`config.mk`:
```
export PLATFORM = sky130hd
export DESIGN_NAME = abelian_square_counter
export DESIGN_NICKNAME = d
export VERILOG_FILES = /design/src/sv/asc_pkg.sv /design/src/sv/asc_hist.sv /design/src/sv/asc_match.sv /design/src/sv/abelian_square_counter.sv
export SDC_FILE = /design/constraint.sdc
export NUM_CORES = 2
export LEC_CHECK = 0
export BUFFER_PORTS_ARGS = -buffer_cell sky130_fd_sc_hd__buf_2
export CORE_MARGIN = 4
export CORE_UTILIZATION = 33
export CTS_BUF_LIST = sky130_fd_sc_hd__clkbuf_4 sky130_fd_sc_hd__clkbuf_8
export CTS_CLUSTER_DIAMETER = 50
export DETAILED_ROUTE_END_ITERATION = 12
export PLACE_DENSITY = 0.58
export SLEW_MARGIN = 20
export SYNTH_ARGS = -nofsm -noshare
export SYNTH_HDL_FRONTEND = slang
export SYNTH_SLANG_ARGS = --single-unit
```
`constraint.sdc`:
```
create_clock -name clock -period 6.1 [get_ports clock]
set_input_delay 0.61 -clock clock [delete_from_list [all_inputs] [get_ports clock]]
set_output_delay 0.61 -clock clock [all_outputs]
set_load 0.03 [all_outputs]
```
`src/sv/asc_pkg.sv`:
```
// ----------------------------------------------------------------------------
// asc_pkg: shared types and constants for the abelian square counter
// Payload structs of the request and response channels, field widths,
// register indexes and reset values of the configuration registers.
// ----------------------------------------------------------------------------
`default_nettype none

package asc_pkg;

   localparam int MAX_PERIOD_DEF = 40;
   localparam int COUNT_BITS_DEF = 7;

   localparam int LETTER_BITS   = 2;
   localparam int POS_BITS      = 10;
   localparam int TOTAL_BITS    = 16;
   localparam int EH_BITS       = 6;
   localparam int MP_BITS       = 6;
   localparam int SEAM_BITS     = 10;
   localparam int LETTERS       = 3;
   localparam int CSR_IDX_BITS  = 2;
   localparam int CSR_DATA_BITS = 16;

   localparam logic [CSR_IDX_BITS-1:0] REG_MAX_PERIOD = 2'd0;
   localparam logic [CSR_IDX_BITS-1:0] REG_SEAM_POS   = 2'd1;

   localparam logic [MP_BITS-1:0]    MAX_PERIOD_RST = 6'd40;
   localparam logic [SEAM_BITS-1:0]  SEAM_POS_RST   = 10'd0;
   localparam logic [POS_BITS-1:0]   POS_MAX        = 10'd1023;
   localparam logic [TOTAL_BITS-1:0] TOTAL_MAX      = 16'hFFFF;

   typedef struct packed {
      logic [LETTER_BITS-1:0] letter;
      logic                   last;
   } asc_req_type;

   typedef struct packed {
      logic [EH_BITS-1:0]    ending_here;
      logic [TOTAL_BITS-1:0] running_total;
      logic                  any_found;
      logic                  word_done;
   } asc_rsp_type;

endpackage

`default_nettype wire

```
`src/sv/asc_hist.sv`:
```
// ----------------------------------------------------------------------------
// asc_hist: circular prefix history
// Holds the last DEPTH prefix count words. A read names an entry by its age
// (1 = the prefix before the newest); read data is registered.
// ----------------------------------------------------------------------------
`default_nettype none

module asc_hist #(
   parameter int DEPTH    = 80,
   parameter int WIDTH    = 21,
   parameter int OFF_BITS = 7
) (
   input  wire logic                clock,
   input  wire logic                reset,
   input  wire logic                wr_en,
   input  wire logic [WIDTH-1:0]    wr_data,
   input  wire logic                rd_en,
   input  wire logic [OFF_BITS-1:0] rd_off_a,
   input  wire logic [OFF_BITS-1:0] rd_off_b,
   output      logic [WIDTH-1:0]    rd_data_a,
   output      logic [WIDTH-1:0]    rd_data_b
);

   localparam int A_BITS = (DEPTH > 1) ? $clog2(DEPTH) : 1;
   localparam int SW     = ((A_BITS > OFF_BITS) ? A_BITS : OFF_BITS) + 1;

   logic [WIDTH-1:0]  mem [DEPTH];
   logic [A_BITS-1:0] wp_ff, wp_in;
   logic [A_BITS-1:0] addr_a, addr_b;
   logic [WIDTH-1:0]  rd_a_ff, rd_b_ff;

   // age to address: wp - off, wrapped into the buffer
   function automatic logic [A_BITS-1:0] age_addr(input logic [A_BITS-1:0] wp,
                                                  input logic [OFF_BITS-1:0] off);
      logic [SW-1:0] sum;
      sum = SW'(wp) + SW'(DEPTH) - SW'(off);
      if (sum >= SW'(DEPTH)) begin
         sum = sum - SW'(DEPTH);
      end
      return sum[A_BITS-1:0];
   endfunction

   always_comb begin
      addr_a = age_addr(wp_ff, rd_off_a);
      addr_b = age_addr(wp_ff, rd_off_b);
      wp_in  = wp_ff;
      if (wr_en) begin
         wp_in = (wp_ff == A_BITS'(DEPTH - 1)) ? '0 : wp_ff + A_BITS'(1);
      end
   end

   always_ff @(posedge clock) begin
      if (reset) begin
         wp_ff <= '0;
      end else begin
         wp_ff <= wp_in;
      end
   end

   always_ff @(posedge clock) begin
      if (wr_en) begin
         mem[wp_ff] <= wr_data;
      end
      if (rd_en) begin
         rd_a_ff <= mem[addr_a];
         rd_b_ff <= mem[addr_b];
      end
   end

   assign rd_data_a = rd_a_ff;
   assign rd_data_b = rd_b_ff;

endmodule

`default_nettype wire

```
`src/sv/asc_match.sv`:
```
// ----------------------------------------------------------------------------
// asc_match: shared half compare unit
// Tells whether the two halves between three prefix words hold equal counts
// of every letter, with counts taken modulo 2^COUNT_BITS.
// ----------------------------------------------------------------------------
`default_nettype none

module asc_match #(
   parameter int COUNT_BITS = 7
) (
   input  wire logic [3*COUNT_BITS-1:0] newest,
   input  wire logic [3*COUNT_BITS-1:0] middle,
   input  wire logic [3*COUNT_BITS-1:0] oldest,
   output      logic                    match
);

   logic [COUNT_BITS-1:0] newer [3];
   logic [COUNT_BITS-1:0] older [3];

   always_comb begin
      match = 1'b1;
      for (int c = 0; c < 3; c++) begin
         newer[c] = newest[c*COUNT_BITS +: COUNT_BITS] - middle[c*COUNT_BITS +: COUNT_BITS];
         older[c] = middle[c*COUNT_BITS +: COUNT_BITS] - oldest[c*COUNT_BITS +: COUNT_BITS];
         if (newer[c] != older[c]) begin
            match = 1'b0;
         end
      end
   end

endmodule

`default_nettype wire

```
`src/sv/abelian_square_counter.sv`:
```
// ----------------------------------------------------------------------------
// abelian_square_counter: abelian squares in a ternary word, letter by letter
// Takes one letter per request transaction (0=a, 1=b, 2=c, with a last flag)
// and returns one response transaction per letter: the number of abelian
// squares of half length 2 or more ending at that letter, a running total
// saturating at 65535, a found flag and word_done, an echo of last. After
// the last letter the word state restarts. Two configuration registers are
// written over the csr_ channel: index 0 max_period (largest half length,
// clipped to MAX_PERIOD), index 1 seam_pos (nonzero: count only squares
// straddling that boundary). Timing: after acceptance a letter occupies the
// block while L = min(max_period, MAX_PERIOD, n/2) - 1 periods (at least 0)
// are checked and then until its response loads; the one shared compare unit
// checks one period per cycle from the two history read ports.
// req_ready is high only while the sequencer idles. The response sits in an
// output register, so a new letter is accepted while it waits; a stalled
// receiver holds the block only when the next response is ready to load.
// Reset is synchronous: word state clears, registers return to 40 and 0.
// Reset needs no clearing pass: history entries are only read after this
// word has written them.
// ----------------------------------------------------------------------------
`default_nettype none

module abelian_square_counter #(
   parameter int MAX_PERIOD = asc_pkg::MAX_PERIOD_DEF,
   parameter int COUNT_BITS = asc_pkg::COUNT_BITS_DEF
) (
   input  wire logic                                clock,
   input  wire logic                                reset,
   input  wire logic                                req_valid,
   output      logic                                req_ready,
   input  wire asc_pkg::asc_req_type                req_payload,
   output      logic                                rsp_valid,
   input  wire logic                                rsp_ready,
   output      asc_pkg::asc_rsp_type                rsp_payload,
   input  wire logic                                csr_valid,
   output      logic                                csr_ready,
   input  wire logic [asc_pkg::CSR_IDX_BITS-1:0]    csr_index,
   input  wire logic [asc_pkg::CSR_DATA_BITS-1:0]   csr_data
);

   import asc_pkg::*;

   localparam int P_BITS = $clog2(MAX_PERIOD + 2);          // holds MAX_PERIOD + 1
   localparam int K_BITS = P_BITS + 1;                      // holds 2p
   localparam int L_BITS = (P_BITS > MP_BITS) ? P_BITS : MP_BITS;
   localparam int NW     = ((K_BITS > POS_BITS) ? K_BITS : POS_BITS) + 1;
   localparam int PW     = 3 * COUNT_BITS;
   localparam int DEPTH  = 2 * MAX_PERIOD;

   localparam logic [1:0] S_IDLE = 2'd0;
   localparam logic [1:0] S_RUN  = 2'd1;
   localparam logic [1:0] S_FIN  = 2'd2;

   // sequencer and word state
   logic [1:0]                       state_ff, state_in;
   logic [2:0][COUNT_BITS-1:0]       newest_ff, newest_in;
   logic [POS_BITS-1:0]              pos_ff, pos_in;
   logic [TOTAL_BITS-1:0]            total_ff, total_in;
   logic                             found_ff, found_in;
   logic [P_BITS-1:0]                p_ff, p_in;
   logic [P_BITS-1:0]                limit_ff, limit_in;
   logic [EH_BITS-1:0]               count_ff, count_in;
   logic                             last_ff, last_in;
   logic                             rd_vld_ff, rd_vld_in;
   logic                             seam_ok_ff, seam_ok_in;

   // configuration
   logic [MP_BITS-1:0]               max_period_ff, max_period_in;
   logic [SEAM_BITS-1:0]             seam_ff, seam_in;

   // response register
   logic                             rsp_valid_ff, rsp_valid_in;
   asc_rsp_type                      rsp_ff, rsp_in;

   // history and compare
   logic                             hist_wr, hist_rd;
   logic [K_BITS-1:0]                two_p;
   logic [PW-1:0]                    mid_word, old_word;
   logic                             halves_eq;

   // period loop terms
   logic [NW-1:0]                    n_ext, two_p_ext, start_ext, seam_ext;
   logic                             p_ok, seam_ok;
   logic [L_BITS-1:0]                mp_ext, cap_ext, lim_ext;
   logic [TOTAL_BITS:0]              sum;

   logic                             accept;

   assign accept    = req_valid && req_ready;
   assign req_ready = (state_ff == S_IDLE);
   assign csr_ready = 1'b1;
   assign rsp_valid   = rsp_valid_ff;
   assign rsp_payload = rsp_ff;

   assign two_p   = {p_ff, 1'b0};
   assign hist_wr = accept;
   assign hist_rd = (state_ff == S_RUN) && p_ok;

   asc_hist #(
      .DEPTH    (DEPTH),
      .WIDTH    (PW),
      .OFF_BITS (K_BITS)
   ) u_hist (
      .clock     (clock),
      .reset     (reset),
      .wr_en     (hist_wr),
      .wr_data   (newest_ff),
      .rd_en     (hist_rd),
      .rd_off_a  (K_BITS'(p_ff)),
      .rd_off_b  (two_p),
      .rd_data_a (mid_word),
      .rd_data_b (old_word)
   );

   asc_match #(
      .COUNT_BITS (COUNT_BITS)
   ) u_match (
      .newest (newest_ff),
      .middle (mid_word),
      .oldest (old_word),
      .match  (halves_eq)
   );

   // period checks against the current position and seam
   always_comb begin
      n_ext     = NW'(pos_ff);
      two_p_ext = NW'(two_p);
      start_ext = n_ext - two_p_ext;
      seam_ext  = NW'(seam_ff);
      p_ok      = (p_ff <= limit_ff) && (two_p_ext <= n_ext);
      seam_ok   = (seam_ff == '0) || ((start_ext < seam_ext) && (n_ext > seam_ext));
      mp_ext    = L_BITS'(max_period_ff);
      cap_ext   = L_BITS'(MAX_PERIOD);
      lim_ext   = (mp_ext > cap_ext) ? cap_ext : mp_ext;
      sum       = {1'b0, total_ff} + (TOTAL_BITS + 1)'(count_ff);
   end

   // configuration writes
   always_comb begin
      max_period_in = max_period_ff;
      seam_in       = seam_ff;
      if (csr_valid && csr_ready) begin
         case (csr_index)
            REG_MAX_PERIOD: max_period_in = csr_data[MP_BITS-1:0];
            REG_SEAM_POS:   seam_in       = csr_data[SEAM_BITS-1:0];
            default: ;
         endcase
      end
   end

   // sequencer
   always_comb begin
      state_in     = state_ff;
      newest_in    = newest_ff;
      pos_in       = pos_ff;
      total_in     = total_ff;
      found_in     = found_ff;
      p_in         = p_ff;
      limit_in     = limit_ff;
      count_in     = count_ff;
      last_in      = last_ff;
      rd_vld_in    = 1'b0;
      seam_ok_in   = seam_ok_ff;
      rsp_valid_in = rsp_valid_ff && !rsp_ready;
      rsp_in       = rsp_ff;

      case (state_ff)
         S_IDLE: begin
            if (accept) begin
               // shift in the new prefix: old newest goes to the history
               for (int c = 0; c < LETTERS; c++) begin
                  if (req_payload.letter == LETTER_BITS'(c)) begin
                     newest_in[c] = newest_ff[c] + COUNT_BITS'(1);
                  end
               end
               pos_in   = (pos_ff == POS_MAX) ? pos_ff : pos_ff + POS_BITS'(1);
               limit_in = P_BITS'(lim_ext);
               p_in     = P_BITS'(2);
               count_in = '0;
               last_in  = req_payload.last;
               state_in = S_RUN;
            end
         end
         S_RUN: begin
            // score the period read last cycle
            if (rd_vld_ff && seam_ok_ff && halves_eq) begin
               count_in = count_ff + EH_BITS'(1);
            end
            if (p_ok) begin
               // issue the reads for this period, advance
               rd_vld_in  = 1'b1;
               seam_ok_in = seam_ok;
               p_in       = p_ff + P_BITS'(1);
            end else begin
               state_in = S_FIN;
            end
         end
         S_FIN: begin
            // load the response once the output register is free
            if (!rsp_valid_ff || rsp_ready) begin
               rsp_valid_in              = 1'b1;
               rsp_in.ending_here        = count_ff;
               rsp_in.running_total      = sum[TOTAL_BITS] ? TOTAL_MAX : sum[TOTAL_BITS-1:0];
               rsp_in.any_found          = found_ff || (count_ff != '0);
               rsp_in.word_done          = last_ff;
               total_in                  = rsp_in.running_total;
               found_in                  = rsp_in.any_found;
               if (last_ff) begin
                  // word closed: drop its state
                  newest_in = '0;
                  pos_in    = '0;
                  total_in  = '0;
                  found_in  = 1'b0;
               end
               state_in = S_IDLE;
            end
         end
         default: begin
            state_in = S_IDLE;
         end
      endcase
   end

   always_ff @(posedge clock) begin
      if (reset) begin
         state_ff      <= S_IDLE;
         newest_ff     <= '0;
         pos_ff        <= '0;
         total_ff      <= '0;
         found_ff      <= 1'b0;
         rd_vld_ff     <= 1'b0;
         rsp_valid_ff  <= 1'b0;
         max_period_ff <= MAX_PERIOD_RST;
         seam_ff       <= SEAM_POS_RST;
      end else begin
         state_ff      <= state_in;
         newest_ff     <= newest_in;
         pos_ff        <= pos_in;
         total_ff      <= total_in;
         found_ff      <= found_in;
         rd_vld_ff     <= rd_vld_in;
         rsp_valid_ff  <= rsp_valid_in;
         max_period_ff <= max_period_in;
         seam_ff       <= seam_in;
      end
   end

   always_ff @(posedge clock) begin
      p_ff       <= p_in;
      limit_ff   <= limit_in;
      count_ff   <= count_in;
      last_ff    <= last_in;
      seam_ok_ff <= seam_ok_in;
      rsp_ff     <= rsp_in;
   end

endmodule

`default_nettype wire
```
# == Yosys cells after proc, flatten, opt, wreduce, memory -nomap -nowiden ==
# Memory sizes are Yosys's and may differ from the RTL's. A register that Yosys moved wholly into a read port is not among the register bits.
# Cells that the tools add are included.
# op_classes
n_addsub,20
bitwise,1
muxes,36
reduce_logical,32
n_eq_ne,20
n_lt_le_gt_ge,7
# ops
op,n
21-bit two-way mux,3
7-bit two-way mux,6
21-bit one-hot mux with 2 select lines,1
7-bit subtractor,6
10-bit two-way mux,4
16-bit two-way mux,2
7-bit by 1-bit adder with 7-bit output (second input constant),4
6-bit two-way mux,4
6-bit one-hot mux with 2 select lines,2
7-bit != test,3
10-bit one-hot mux with 2 select lines,1
5-bit AND reduction,4
16-bit by 6-bit adder with 17-bit output,1
8-bit by 7-bit greater-or-equal comparator with 1-bit output (second input constant),2
7-bit subtractor (second input constant),2
6-bit by 1-bit adder with 6-bit output (second input constant),2
11-bit by 10-bit < comparator with 1-bit output,1
10-bit by 7-bit subtractor with 11-bit output,1
10-bit by 1-bit adder with 10-bit output (second input constant),1
10-bit equality test (second input constant),1
10-bit greater-than comparator,1
7-bit by 10-bit <= comparator with 1-bit output,1
10-bit zero test,1
2-bit by 1-bit != test with 1-bit output (second input constant),5
other kinds (22),57
# word_totals
ramBits,1680
out_inout_bits,27
ff_bits,119
n_memories,1
# mem_list
name,words,word_bits,read_ports,rd_clocked_by_memory_dff,wr,line,rtl
u_hist.mem,80,21,2,2,1,asc_hist.sv:27,logic [WIDTH-1:0] mem [DEPTH];

# == Logic depth before layout (Yosys ltp) ==
# depth
ltp_word,8
depth_mapped,21
depth_no_buf,18

# == By module ==
# Synthesis repeated with hierarchy kept, for this count alone.
# unflattened
cells_unflattened,4515
area_unflattened_um2,87946.8
# by_module_without_submodules
mod,area_per_inst_um2,cells_per_inst,n_inst
asc_hist,80262.0,3680,1
abelian_square_counter,6073.3,632,1
asc_match,1611.5,203,1

# == Worst setup path after synthesis ==
# Ideal clock, no wire load.
# synth_path
path_type,reg-to-reg
from,register u_hist.wp_ff[0]
to,"register u_hist.rd_a_ff[9], in the netlist u_hist.rd_data_a[9] (read register of u_hist.mem) (data pin)"
path_slack_ns,1.870
arrival_time_ns,3.973
period_less_slack_ns,4.230
stages_incl_launch_ff,22
path_buffers,6
path_cell_list,dfxtp_1 -> buf_2 -> buf_4 -> buf_2 -> buf_4 -> buf_2 -> inv_1 -> ha_1 -> inv_1 -> fa_1 -> a21o_1 -> a21oi_1 -> xnor2_1 -> ha_1 -> nand4b_1 -> o21a_1 -> o21bai_1 -> mux2_4 -> buf_6 -> mux2_1 -> a22oi_1 -> nand2_1
# synth_between
elab_chain_cells,4
# synth_rtl
element,line,rtl
from (decl),asc_hist.sv:28,"logic [A_BITS-1:0] wp_ff, wp_in;"
from (signal assigned),asc_hist.sv:56,wp_ff <= wp_in;
7-bit by 7-bit adder with 8-bit output *,asc_hist.sv:36,sum = SW'(wp) + SW'(DEPTH) - SW'(off);
8-bit by 6-bit subtractor with 8-bit output *,asc_hist.sv:36,
7-bit subtractor / 8-bit by 7-bit greater-or-equal comparator with 1-bit output (equally long branches),"asc_hist.sv:38, asc_hist.sv:37",
7-bit two-way mux *,asc_hist.sv:37,if (sum >= SW'(DEPTH)) begin
to (decl),asc_hist.sv:30,"logic [WIDTH-1:0] rd_a_ff, rd_b_ff;"
# Every way passes the cells marked *; elsewhere a longest branch is shown, timed or not.
# A chain may end at the register's enable or synchronous reset.

# == Final worst setup path ==
# layout_path
from,register u_hist.wp_ff[0]
to,"register u_hist.rd_a_ff[19], in the netlist u_hist.rd_data_a[19] (read register of u_hist.mem) (data pin)"
# Same word-level chain as after synthesis.

==> summary.txt <==
Die
  – Die ar.: approximately 270000 µm²
  – Initial core utilization: 0.333
  – Core ar.: around 260000 µm²
  – Die height: around 520 µm
  – Num ports: 53
  – DIE WIDTH: 518 µm
  – Row Count: around 190

Setup path
  – Crit Path Class: register to register
  – Arr. time, crit path: 5810 ps
  – CP startpoint kind: register
  – CP Data Required Time: approximately 7000 ps
  – CP max FO: 37
  – Worst Reg-to-Reg Cells: 15
  – CP endpoint kind: register

Timing
  – Worst Max-Slew Pin Slew: about 1200 ps
  – Final setup violation count: 0
  – Tmin final: ~5000 ps
  – Max_slew headroom: 0.208
  – Final worst setup slack: between 1000 and 1500 ps
  – Final Max Slew Viols: 0
  – F_max: around 0.2 GHz
  – Fin Hold WS: 158 ps
  – RSZ-0062 raised after global routing: no
  – Fin crit share: 0.823
  – Clock skew: approximately 72 ps
  – Final-report hold violation count: 0
  – Post-Route Setup TNS: 0 ps

Hold path
  – Worst hold stages: 4
  – Worst Hold Class: input pin to register

Clock tree
  – Max Root-Sink Buffers: 4
  – Clock transition at path regs: 60 ps
  – Setup bufs post-CTS: 0
  – Clock Tree Root: clkbuf_8
  – CTS tree: built
  – CTS resizes: 0
  – H-tree depth: 5
  – # hold bufs at CTS: 16
  – Clk_lat worst skew: approximately 1100 ps
  – TritonCTS Buffers: about 340
  – Clk sinks: around 1800

Global routing
  – Largest net degree at the start of global routing: 105
  – Vias in the first global route: 49700
  – First-pass GRT wire length: roughly 360000 µm
  – Total GRT Usage: 0.186
  – Grt total ovfl: 0
  – Initial antenna violation count: 8

Synthesis
  – Simple-gate share of the synthesized area: 0.0275
  – Syn Std Cell Area: between 80000 and 90000 µm²
  – Adder-cell area share of the yosys netlist: 0.0168
  – Net count after synthesis: roughly 4700
  – Synth Warn #: 0
  – Xor and xnor area share after synthesis: 0.0113
  – Number of enable flip-flop cells after synthesis: 1763
  – Ys async rst share: 0
  – Top_reg_cell synth: edfxtp_1
  – Mean Syn Cell Area: 18.8 µm²
  – Post-synthesis mux area share: 0.247
  – Yosys cell types: just over 70
  – Area fraction in compound gates after synthesis: 0.0407
  – Register bit total from synthesis: about 1800
  – Largest family of logic cells by synthesized area: multiplexers
  – Sequential area share after synthesis: 0.635
  – Cells after Synth: about 4600

Power
  – Leak Pwr: around 31 nW
  – Overall power: 29.3 mW
  – VDD IR-drop max: approximately 0.22 mV
  – PwrDens: a little over 300 nW/µm²

Cells and area
  – # nets final: around 5000
  – Post-route cell area: 97200 µm²
  – # fillers: 23300
  – Ratio of cells with drive above 1 in the final layout: 0.328
  – P&R area growth vs syn: 13.4%

Route
  – First drt pass iteration count: 6
  – DR iter-0 viols: 5737
  – Post-DRT Antenna Nets: 0
  – Via density: between 5 and 6
  – WL/cell: 30.3 µm
  – Final WL: 256000 µm
  – DRC Markers: 0
  – Vias: between 40000 and 50000

Placed design
  – Routability congestion estimate: 0.852
  – HPWL after detailed placement: about 140000 µm
  – Port buffer count: 45
  – Worst Setup Slack post-DPL: ~1100 ps
  – Placed instance area: ~90000 µm²

Run
  – # Max-Cap Violations: 0

Run status
  – Status: finished clean
-- through the flow --
stage | util | cells
after detailed placement | 0.353 | 7835
final | 0.377 | 8421
after floorplan | - | 4566
after global placement | 0.352 | 7830
after global routing | 0.377 | 8416
after CTS | 0.377 | 8415
-- placed cells by master, fill, tap and decap left out, types with 21 or more instances in the layout --
cell type  Yosys  final
a211oi_1      22     22
a21o_1        24     24
a21oi_1      102    102
a221oi_1      94     94
a22oi_1       46     46
buf_12         0     30
buf_2         81     45
buf_4         34    123
clkbuf_4       0     96
clkbuf_8       0    345
clkinv_1       1     80
clkinv_2       0     28
dfxtp_1       75     53
dfxtp_2        0     21
edfxtp_1    1763   1763
ha_1          99     97
inv_1         86     85
mux2i_1      283    278
mux4_2       792    792
nand2_1      108    108
nand2b_1      29     27
nand3_1       33     33
nor2_1       228    147
nor2_2         0     42
nor2_4         0     39
nor2b_1       51     50
nor3_1        21     21
o21ai_0       51     51
o221ai_1      43     43
o22ai_1       21     21
xnor2_1       65     63
xor2_1        40     40
-- report_power, final --
part	switching, mW	total, mW	internal (mW)
registers	0.0584	13.8	13.8
logic	2.67	4.36	1.69
clock network	5.07	11.1	6.04
total	7.80	29.3	21.5
-- cell type report --
| type | instances | area, µm² | share of cell area |
|---|---|---|---|
| Multi-Input combinational cell | 2324 | 30000 | 0.308 |
| Clock inverter | 123 | 697 | 0.00717 |
| Tap cell | 3384 | 4230 | 0.0436 |
| Antenna cell | 6 | 15.0 | 0.000154 |
| Clock buffer | 441 | 5470 | 0.0563 |
| Timing Repair Buffer | 217 | 1990 | 0.0205 |
| Inverter | 88 | 330 | 0.00340 |
| Sequential cell | 1838 | 54500 | 0.560 |
-- Yosys cell counts (33+ instances only) --
| cell type | count | area [µm²] |
|---|---|---|
| nor2b_1 | 51 | 319 |
| dfxtp_1 | 75 | 1500 |
| a221oi_1 | 94 | 823 |
| o21ai_0 | 51 | 255 |
| buf_2 | 81 | 405 |
| xnor2_1 | 65 | 569 |
| a21oi_1 | 102 | 510 |
| edfxtp_1 | 1763 | 52900 |
| nor2_1 | 228 | 856 |
| mux4_2 | 792 | 17800 |
| mux2i_1 | 283 | 2830 |
| inv_1 | 86 | 323 |
| nand2_1 | 108 | 405 |
| a22oi_1 | 46 | 345 |
| ha_1 | 99 | 1240 |
| clkbuf_1 | 175 | 657 |
| o221ai_1 | 43 | 377 |
| buf_4 | 34 | 255 |
| xor2_1 | 40 | 350 |
| nand3_1 | 33 | 165 |
-- registers in the layout (all words and copies together) (netlist names), 2 cells and up --
| register | count |
|---|---|
| limit_ff | 6 |
| u_hist.rd_data_b | 21 |
| u_hist.mem | 1680 |
| pos_ff | 10 |
| u_hist.wp_ff | 7 |
| seam_ff | 10 |
| state_ff | 2 |
| max_period_ff | 6 |
| rsp_payload | 24 |
| total_ff | 16 |
| u_hist.rd_data_a | 18 |
| count_ff | 6 |
| p_ff | 6 |
| newest_ff | 21 |
-- path summary, 6_finish.rpt --
path                                 startpoint                    to  slack, ps
worst max register to register  u_hist.wp_ff[0]  u_hist.rd_data_a[19]       1080
worst max-delay path            u_hist.wp_ff[0]  u_hist.rd_data_a[19]       1080
worst min-delay path             req_payload[1]          newest_ff[1]        160
worst min register to register     total_ff[10]          total_ff[10]        500
-- critical path: stages, from the launching register on --
cell,delay [ps]
dfxtp_4,910
inv_1,220
ha_4,220
inv_1,60
fa_4,270
a21o_1,130
a21oi_1,70
xnor2_1,390
inv_1,170
ha_1,290
o21a_1,130
o21bai_1,160
mux2_4,760
mux2_1,530
a22oi_1,290
nand2_1,100
-- logic make-up after synthesis --
kind of cell / after synthesis
AO/OA/AOI/OAI: 472
XOR/XNOR: 108
adder cells (fa/ha/maj): 109
buffers and inverters: 404
flip-flops: 1838
multiplexers: 1116
other: 1
AND/OR/NAND/NOR: 518
-- layer usage --
layer	wire length, µm	share of wire	global-route usage
met4	10200	0.040	0.0726
met5	22	0.000086	0
met2	120000	0.47	0.294
met3	23000	0.090	0.0418
met1	103000	0.40	0.250
Power figures use the tool's default switching activity.
